[src/rtl/tpla_pkg.sv]
// ----------------------------------------------------------------------------
// tpla_pkg
// Shared types and constants for the toolpath length accumulator.
// ----------------------------------------------------------------------------
`default_nettype none

package tpla_pkg;

  // Fixed widths of the result fields and the move kind
  localparam int unsigned STEP_W      = 25;
  localparam int unsigned TOTAL_OUT_W = 48;
  localparam int unsigned KIND_W      = 2;

  typedef enum logic [KIND_W-1:0] {
    KIND_RAPID   = 2'd0,
    KIND_FEED    = 2'd1,
    KIND_OTHER_A = 2'd2,
    KIND_OTHER_B = 2'd3
  } move_kind_e;

  // Status of the square-root unit
  typedef struct packed {
    logic busy;
    logic done;
  } sqrt_stat_t;

endpackage

`default_nettype wire

[src/rtl/tpla_sqrt.sv]
// ----------------------------------------------------------------------------
// tpla_sqrt
// Restoring integer square root, one root bit per cycle.
// ----------------------------------------------------------------------------
`default_nettype none

module tpla_sqrt import tpla_pkg::*; #(
  parameter int unsigned ROOT_W = 25
) (
  input  wire logic                  clk_i,
  input  wire logic                  rst_ni,
  input  wire logic                  start_i,
  input  wire logic [2*ROOT_W-1:0]   radicand_i,
  output logic      [ROOT_W-1:0]     root_o,
  output sqrt_stat_t                 stat_o
);

  localparam int unsigned RAD_W = 2 * ROOT_W;
  localparam int unsigned REM_W = ROOT_W + 2;
  localparam int unsigned CNT_W = $clog2(ROOT_W);

  logic [RAD_W-1:0]  rad_q;
  logic [REM_W-1:0]  rem_q;
  logic [ROOT_W-1:0] root_q;
  logic [CNT_W-1:0]  cnt_q;
  logic              busy_q;
  logic              done_q;

  logic [REM_W-1:0]  cand;
  logic [REM_W-1:0]  trial;
  logic [REM_W-1:0]  rem_sub;
  logic              take;

  // Bring down the next two radicand bits and try the next root bit
  always_comb begin
    cand    = {rem_q[REM_W-3:0], rad_q[RAD_W-1 -: 2]};
    trial   = {root_q, 2'b01};
    take    = (cand >= trial);
    rem_sub = cand - trial;
  end

  always_ff @(posedge clk_i or negedge rst_ni) begin
    if (!rst_ni) begin
      busy_q <= 1'b0;
      done_q <= 1'b0;
      cnt_q  <= '0;
    end else if (start_i) begin
      busy_q <= 1'b1;
      done_q <= 1'b0;
      cnt_q  <= '0;
    end else if (busy_q) begin
      cnt_q <= cnt_q + 1'b1;
      if (cnt_q == CNT_W'(ROOT_W - 1)) begin
        busy_q <= 1'b0;
        done_q <= 1'b1;
      end
    end else begin
      done_q <= 1'b0;
    end
  end

  always_ff @(posedge clk_i) begin
    if (start_i) begin
      rad_q  <= radicand_i;
      rem_q  <= '0;
      root_q <= '0;
    end else if (busy_q) begin
      rad_q  <= {rad_q[RAD_W-3:0], 2'b00};
      rem_q  <= take ? rem_sub : cand;
      root_q <= {root_q[ROOT_W-2:0], take};
    end
  end

  assign root_o      = root_q;
  assign stat_o.busy = busy_q;
  assign stat_o.done = done_q;

endmodule

`default_nettype wire

[src/rtl/toolpath_length_accumulator.sv]
// ----------------------------------------------------------------------------
// toolpath_length_accumulator
// Flow: square and sum the three axis differences, take the root, commit the
//   result once the output register is free; a path-start or first move after
//   reset skips squares and root. No new request is taken until idle again;
//   most of the time goes to the bit-serial square root, one root bit per cycle.
// Reset: asynchronous, active low; totals and last target cleared, idle.
// ----------------------------------------------------------------------------
`default_nettype none

module toolpath_length_accumulator import tpla_pkg::*; #(
  parameter int unsigned COORD_BITS = 24,
  parameter int unsigned TOTAL_BITS = 48
) (
  input  wire logic                         clk_i,
  input  wire logic                         rst_ni,
  // Request channel
  input  wire logic                         in_valid_i,
  output logic                              in_stall_o,
  input  wire logic                         path_start_i,
  input  wire logic [KIND_W-1:0]            move_kind_i,
  input  wire logic signed [COORD_BITS-1:0] target_x_i,
  input  wire logic signed [COORD_BITS-1:0] target_y_i,
  input  wire logic signed [COORD_BITS-1:0] target_z_i,
  // Result channel
  output logic                              out_valid_o,
  input  wire logic                         out_stall_i,
  output logic [STEP_W-1:0]                 step_length_o,
  output logic [TOTAL_OUT_W-1:0]            feed_length_o,
  output logic [TOTAL_OUT_W-1:0]            rapid_length_o
);

  // Root of three summed squares of COORD_BITS-bit magnitudes needs one
  // more bit than a coordinate; the radicand is twice that.
  localparam int unsigned ROOT_W = COORD_BITS + 1;
  localparam int unsigned RAD_W  = 2 * ROOT_W;
  localparam int unsigned PROD_W = 2 * COORD_BITS;
  localparam int unsigned SUM_W  =
    ((TOTAL_BITS > ROOT_W) ? TOTAL_BITS : ROOT_W) + 1;
  localparam logic [TOTAL_BITS-1:0] TOT_MAX = {TOTAL_BITS{1'b1}};

  typedef enum logic [2:0] {
    ST_IDLE,
    ST_SQUARE,
    ST_ROOT_GO,
    ST_ROOT_WAIT,
    ST_FINISH
  } state_e;

  // Control state
  state_e                 state_q, state_d;
  logic [1:0]             cnt_q, cnt_d;
  logic                   have_prev_q, have_prev_d;
  logic [COORD_BITS-1:0]  last_q [3];
  logic [COORD_BITS-1:0]  last_d [3];
  logic [TOTAL_BITS-1:0]  feed_q, feed_d;
  logic [TOTAL_BITS-1:0]  rapid_q, rapid_d;
  logic                   out_valid_q, out_valid_d;

  // Payload
  logic                   start_q, start_d;
  move_kind_e             kind_q, kind_d;
  logic [COORD_BITS-1:0]  diff_q [3];
  logic [COORD_BITS-1:0]  diff_d [3];
  logic [PROD_W-1:0]      prod_q, prod_d;
  logic [RAD_W-1:0]       acc_q, acc_d;
  logic [ROOT_W-1:0]      step_q, step_d;
  logic [STEP_W-1:0]      out_step_q, out_step_d;
  logic [TOTAL_OUT_W-1:0] out_feed_q, out_feed_d;
  logic [TOTAL_OUT_W-1:0] out_rapid_q, out_rapid_d;

  // Working signals
  logic [COORD_BITS-1:0]  tgt [3];
  logic [COORD_BITS:0]    dfull;
  logic [COORD_BITS-1:0]  sq_op;
  logic [TOTAL_BITS-1:0]  tot_sel;
  logic [SUM_W-1:0]       sum_full;
  logic [TOTAL_BITS-1:0]  tot_sat;
  logic                   out_free;
  logic                   sq_start;
  logic [ROOT_W-1:0]      sq_root;
  sqrt_stat_t             sq_stat;

  // Bit-serial square-root unit
  tpla_sqrt #(
    .ROOT_W (ROOT_W)
  ) u_sqrt (
    .clk_i      (clk_i),
    .rst_ni     (rst_ni),
    .start_i    (sq_start),
    .radicand_i (acc_q),
    .root_o     (sq_root),
    .stat_o     (sq_stat)
  );

  // Absolute axis differences against the stored target; the signed
  // difference fits one extra bit, its magnitude fits COORD_BITS.
  always_comb begin
    tgt[0] = target_x_i;
    tgt[1] = target_y_i;
    tgt[2] = target_z_i;
    dfull  = '0;
    for (int a = 0; a < 3; a++) begin
      dfull     = {tgt[a][COORD_BITS-1], tgt[a]} -
                  {last_q[a][COORD_BITS-1], last_q[a]};
      diff_d[a] = dfull[COORD_BITS] ? COORD_BITS'(-dfull) : dfull[COORD_BITS-1:0];
    end
  end

  // One multiplier, stepped over the three axes
  always_comb begin
    case (cnt_q)
      2'd0:    sq_op = diff_q[0];
      2'd1:    sq_op = diff_q[1];
      default: sq_op = diff_q[2];
    endcase
    prod_d = sq_op * sq_op;
  end

  // Saturating add of the step into the total chosen by the move kind
  always_comb begin
    tot_sel  = (kind_q == KIND_FEED) ? feed_q : rapid_q;
    sum_full = SUM_W'(tot_sel) + SUM_W'(step_q);
    tot_sat  = (sum_full > SUM_W'(TOT_MAX)) ? TOT_MAX : sum_full[TOTAL_BITS-1:0];
  end

  assign out_free = !out_valid_q || !out_stall_i;

  // Sequencer
  always_comb begin
    state_d     = state_q;
    cnt_d       = cnt_q;
    have_prev_d = have_prev_q;
    last_d      = last_q;
    feed_d      = feed_q;
    rapid_d     = rapid_q;
    start_d     = start_q;
    kind_d      = kind_q;
    acc_d       = acc_q;
    step_d      = step_q;
    out_step_d  = out_step_q;
    out_feed_d  = out_feed_q;
    out_rapid_d = out_rapid_q;
    sq_start    = 1'b0;

    // Drop the result once the far side takes it
    out_valid_d = out_valid_q && out_stall_i;

    case (state_q)
      ST_IDLE: begin
        if (in_valid_i) begin
          start_d     = path_start_i;
          kind_d      = move_kind_e'(move_kind_i);
          last_d      = tgt;
          have_prev_d = 1'b1;
          cnt_d       = '0;
          acc_d       = '0;
          step_d      = '0;
          // No previous target in this path: record it, measure nothing
          if (path_start_i || !have_prev_q) begin
            state_d = ST_FINISH;
          end else begin
            state_d = ST_SQUARE;
          end
        end
      end
      ST_SQUARE: begin
        // Product of the previous axis lands while the next one multiplies
        if (cnt_q != 2'd0) begin
          acc_d = acc_q + RAD_W'(prod_q);
        end
        cnt_d = cnt_q + 1'b1;
        if (cnt_q == 2'd3) begin
          state_d = ST_ROOT_GO;
        end
      end
      ST_ROOT_GO: begin
        sq_start = 1'b1;
        state_d  = ST_ROOT_WAIT;
      end
      ST_ROOT_WAIT: begin
        if (sq_stat.done) begin
          step_d  = sq_root;
          state_d = ST_FINISH;
        end
      end
      ST_FINISH: begin
        // Hold until the output register is free, then commit once
        if (out_free) begin
          if (start_q) begin
            feed_d  = '0;
            rapid_d = '0;
          end else if (kind_q == KIND_FEED) begin
            feed_d = tot_sat;
          end else if (kind_q == KIND_RAPID) begin
            rapid_d = tot_sat;
          end
          out_step_d  = STEP_W'(step_q);
          out_feed_d  = TOTAL_OUT_W'(feed_d);
          out_rapid_d = TOTAL_OUT_W'(rapid_d);
          out_valid_d = 1'b1;
          state_d     = ST_IDLE;
        end
      end
      default: begin
        state_d = ST_IDLE;
      end
    endcase
  end

  always_ff @(posedge clk_i or negedge rst_ni) begin
    if (!rst_ni) begin
      state_q     <= ST_IDLE;
      cnt_q       <= '0;
      have_prev_q <= 1'b0;
      last_q      <= '{default: '0};
      feed_q      <= '0;
      rapid_q     <= '0;
      out_valid_q <= 1'b0;
    end else begin
      state_q     <= state_d;
      cnt_q       <= cnt_d;
      have_prev_q <= have_prev_d;
      last_q      <= last_d;
      feed_q      <= feed_d;
      rapid_q     <= rapid_d;
      out_valid_q <= out_valid_d;
    end
  end

  always_ff @(posedge clk_i) begin
    start_q     <= start_d;
    kind_q      <= kind_d;
    prod_q      <= prod_d;
    acc_q       <= acc_d;
    step_q      <= step_d;
    out_step_q  <= out_step_d;
    out_feed_q  <= out_feed_d;
    out_rapid_q <= out_rapid_d;
    if (state_q == ST_IDLE) begin
      diff_q <= diff_d;
    end
  end

  assign in_stall_o     = (state_q != ST_IDLE);
  assign out_valid_o    = out_valid_q;
  assign step_length_o  = out_step_q;
  assign feed_length_o  = out_feed_q;
  assign rapid_length_o = out_rapid_q;

endmodule

`default_nettype wire

[config.mk]
export PLATFORM = sky130hd
export DESIGN_NAME = toolpath_length_accumulator
export DESIGN_NICKNAME = d
export VERILOG_FILES = /design/src/rtl/tpla_pkg.sv /design/src/rtl/tpla_sqrt.sv /design/src/rtl/toolpath_length_accumulator.sv
export SDC_FILE = /design/constraint.sdc
export NUM_CORES = 2
export LEC_CHECK = 0
export BUFFER_PORTS_ARGS = -buffer_cell sky130_fd_sc_hd__buf_4
export CORE_MARGIN = 1
export CORE_UTILIZATION = 55
export CTS_BUF_LIST = sky130_fd_sc_hd__clkbuf_4
export CTS_CLUSTER_DIAMETER = 150
export DETAILED_ROUTE_END_ITERATION = 8
export MAX_ROUTING_LAYER = met4
export PLACE_DENSITY = 0.77
export SLEW_MARGIN = 20
export SYNTH_ARGS = -nofsm -noshare
export SYNTH_HDL_FRONTEND = slang
export SYNTH_SLANG_ARGS = --single-unit
[constraint.sdc]
create_clock -name clk_i -period 14.3 [get_ports clk_i]
set_input_delay 0 -clock clk_i [delete_from_list [all_inputs] [get_ports clk_i]]
set_output_delay 0 -clock clk_i [all_outputs]
set_load 0.02 [all_outputs]
==> impl_metrics.ini <==
[status]
run_status = completed

[sta]
post-route-period-util = 0.718
hold_viol_final = 0
final.setup.tns_ps = 0
setup_repair_after_global_routing_missed_its_margin = false
fmax_ghz = 0.0974
setup_viol = 0
slew_headroom = 0.239
layout_min_cycle_time_ps = 10260
worstMarginPinSlew_ps = 1140
final_slew_viol_count = 0
finalClockSkew_ps = 80.9

[floorplan]
pin_count = 202
dieArea_mm2 = 0.0934
horiz_die_dim_um = 306
die-height_um = 306
rows = 111
core_area_mm2 = 0.0915
effective_utilization_at_floorplan = 0.554

[logic_synthesis]
syn-num-nets = 6424
synthesis.area_mm2 = 0.0507
synthDistinctLibCells = 99
synth.most_common_cell = sky130_fd_sc_hd__inv_1
synth_top_area_cell = sky130_fd_sc_hd__edfxtp_1
ys_top_cells_by_count = sky130_fd_sc_hd__inv_1 (818), sky130_fd_sc_hd__nand2_1 (730), sky130_fd_sc_hd__nor2_1 (478)
edff_count_synth = 321
synth_top_area_share = 0.190
synth_ff_type = sky130_fd_sc_hd__edfxtp_1
postSynth.asyncResetShare = 0.303
postSynthAreaPerCell_um2 = 9.12
synth-seq-area-share = 0.318
synth.yosys.warnings = 0
synth_seq_cells = 600
syn_inst = 5559
synth_top_cells_by_area = sky130_fd_sc_hd__edfxtp_1 (19%), sky130_fd_sc_hd__fa_1 (17%), sky130_fd_sc_hd__dfrtp_1 (9.0%)

[clock_network]
postCtsSetupBuffers = 0
max-clock-path-buffers = 3
cts_resized = 0
clock_latency_late_sink_ps = 1090
cts-buffers-inserted = 163
clock_tree.htree_level_count = 4
clkSinkCount = 600
hold_buffers = 160
register_clock_pin_slew_on_the_reported_worst_setup_and_hold_paths_ps = 70
cts_root_buffer = sky130_fd_sc_hd__clkbuf_4
cts_tree = built

[worst_setup_path]
cpPeakStageDelay_ps = 890
reg2reg_setup_slack_ps = 4040
worstPathRequired_ps = 15310
reg2reg_from = cnt_q[0]
critical_path_peak_fanout = 29
worst_setup_path_start_kind = register
worst_path_most_repeated_cell = sky130_fd_sc_hd__inv_1
timing.critical_path.max_delay_family = adder cells
arrival_ps = 11270
setup.worst_path.start = cnt_q[0]
crit_path_top_delay_cell = sky130_fd_sc_hd__clkinv_1
timing.critical_path.buf_inv = 10
worstSetupEndpointType = register
worst_r2r_endpoint = prod_q[46]
worstRegToRegCells = 33
criticalPathCategory = reg -> reg

[cells_and_area]
final_nets = 6765
syn2layout_area_growth_pct = 12.6
fill_cell_count = 7565
layout-drive-gt1-share = 0.0967

[drt]
detailed_route_via_count = 41000
drt_first_iter_violations = 2939
drt-total-wl_um = 131000
route.antenna.remaining_nets = 0
vias_per_cell = 5.66
drc = 0
drt_first_pass_iters = 8
drt-wirelength-per-cell_um = 18.1

[placement]
gpl.final_weighted_congestion = 0.931
place.detailed.hpwl_um = 94200
total_of_buffers_placed_on_input_and_output_ports = 201

[grt]
wire_length_of_the_first_global_routing_pass_um = 215000
global_route.usage.total = 0.295
number_of_antenna_violations_at_the_first_check_in_global_routing = 4
grt_pass1_vias = 41800
grt_overflow = 0
grt_start_max_net_pins = 110

[job]
drv.max_cap_violation_count = 0

[worst_hold_path]
holdCritPathClass = in -> async
## sequential cells by signal (all words and copies together) (netlist names), 25 cells and up
name            flops
diff_q             72
last_q             72
acc_q              50
u_sqrt.rad_q       50
feed_length_o      48
feed_q             48
rapid_length_o     48
rapid_q            48
prod_q             47
step_length_o      25
step_q             25
u_sqrt.rem_q       25
u_sqrt.root_o      25
## worst register-to-register path, delay by kind of cell, from the launching register on
kind	cells	cell delay (ps)
adders and majority gates	9	4770
AOI/OAI and AO/OA	11	2750
buffers and inverters	10	1660
and+or+nand+nor	2	450
DFF	1	430
xor gates and xnor gates	1	160
## worst max path at each step
stage,to,slack (ps),cells past startpoint
6_report,prod_q[46],4040,33
5_1_grt,prod_q[46],3560,33
4_1_cts,prod_q[46],4190,33
3_5_place_dp,prod_q[46],4170,33
3_3_place_gp,prod_q[45],4430,33
2_1_floorplan,acc_q[0],5810,5
## through the flow
stage	utilization	setup slack, ps	hold WS, ps	instance area, um^2	std cells
floorplan	-	5810	-296	50700	5559
global placement	0.582	4430	194	53300	6760
detailed placement	0.582	4170	200	53300	6760
CTS	0.623	4190	18.5	57100	7223
global route	0.624	3560	91.0	57100	7232
finish	0.624	4040	58.1	57100	7237
## placed cells by master (no fill, tap or decap), types with 32 or more instances in the layout
cell type and n:
sky130_fd_sc_hd__inv_1 816, sky130_fd_sc_hd__nand2_1 729, sky130_fd_sc_hd__nor2_1 476, sky130_fd_sc_hd__fa_1 436
sky130_fd_sc_hd__ha_1 350, sky130_fd_sc_hd__a21oi_1 326, sky130_fd_sc_hd__edfxtp_1 321, sky130_fd_sc_hd__clkbuf_4 250
sky130_fd_sc_hd__buf_4 241, sky130_fd_sc_hd__o21ai_0 238, sky130_fd_sc_hd__dfrtp_1 181, sky130_fd_sc_hd__xnor2_1 168
sky130_fd_sc_hd__dlygate4sd3_1 159, sky130_fd_sc_hd__a21o_1 133, sky130_fd_sc_hd__xor2_1 100, sky130_fd_sc_hd__dfxtp_1 97
sky130_fd_sc_hd__a211oi_1 81, sky130_fd_sc_hd__o21ai_1 70, sky130_fd_sc_hd__nand3_1 65, sky130_fd_sc_hd__nor3_1 54
sky130_fd_sc_hd__mux2i_1 46, sky130_fd_sc_hd__o21a_1 43, sky130_fd_sc_hd__nor3b_1 43, sky130_fd_sc_hd__and2_1 42
sky130_fd_sc_hd__nand4_1 32, sky130_fd_sc_hd__o21bai_1 32
## kinds of logic after synthesis
group	count (synthesis)	synth area share
AO/OA/AOI/OAI	1168	0.146
XOR/XNOR	268	0.0463
adder cells (fa/ha/maj)	786	0.258
buffers and inverters	1051	0.0780
flip-flops	600	0.318
multiplexers	50	0.00997
AND/OR/NAND/NOR	1636	0.143
## layout make-up
type                       instances  area, um^2  share of cell area
multi-input combinational       3908       30700               0.538
sequential                       600       16100               0.282
timing repair buffer             403        3470              0.0607
inverter                         824        3100              0.0542
clock buffer                     250        1880              0.0329
tap                             1186        1480              0.0260
clock inverter                    53         308             0.00539
antenna                           13        32.5            0.000569
## per-layer routing
metal	vias to the layer above	global-route usage	routed length [um]
met1	19700	0.361	52600
met3	389	0.0576	10300
met2	1552	0.478	62500
li1	19300	-	-
met5	-	-	0
met4	0	0.128	5560
Power is left out: the tool's default activity adds up to more than one toggle a clock period on the data nets, which glitch-free logic cannot reach.
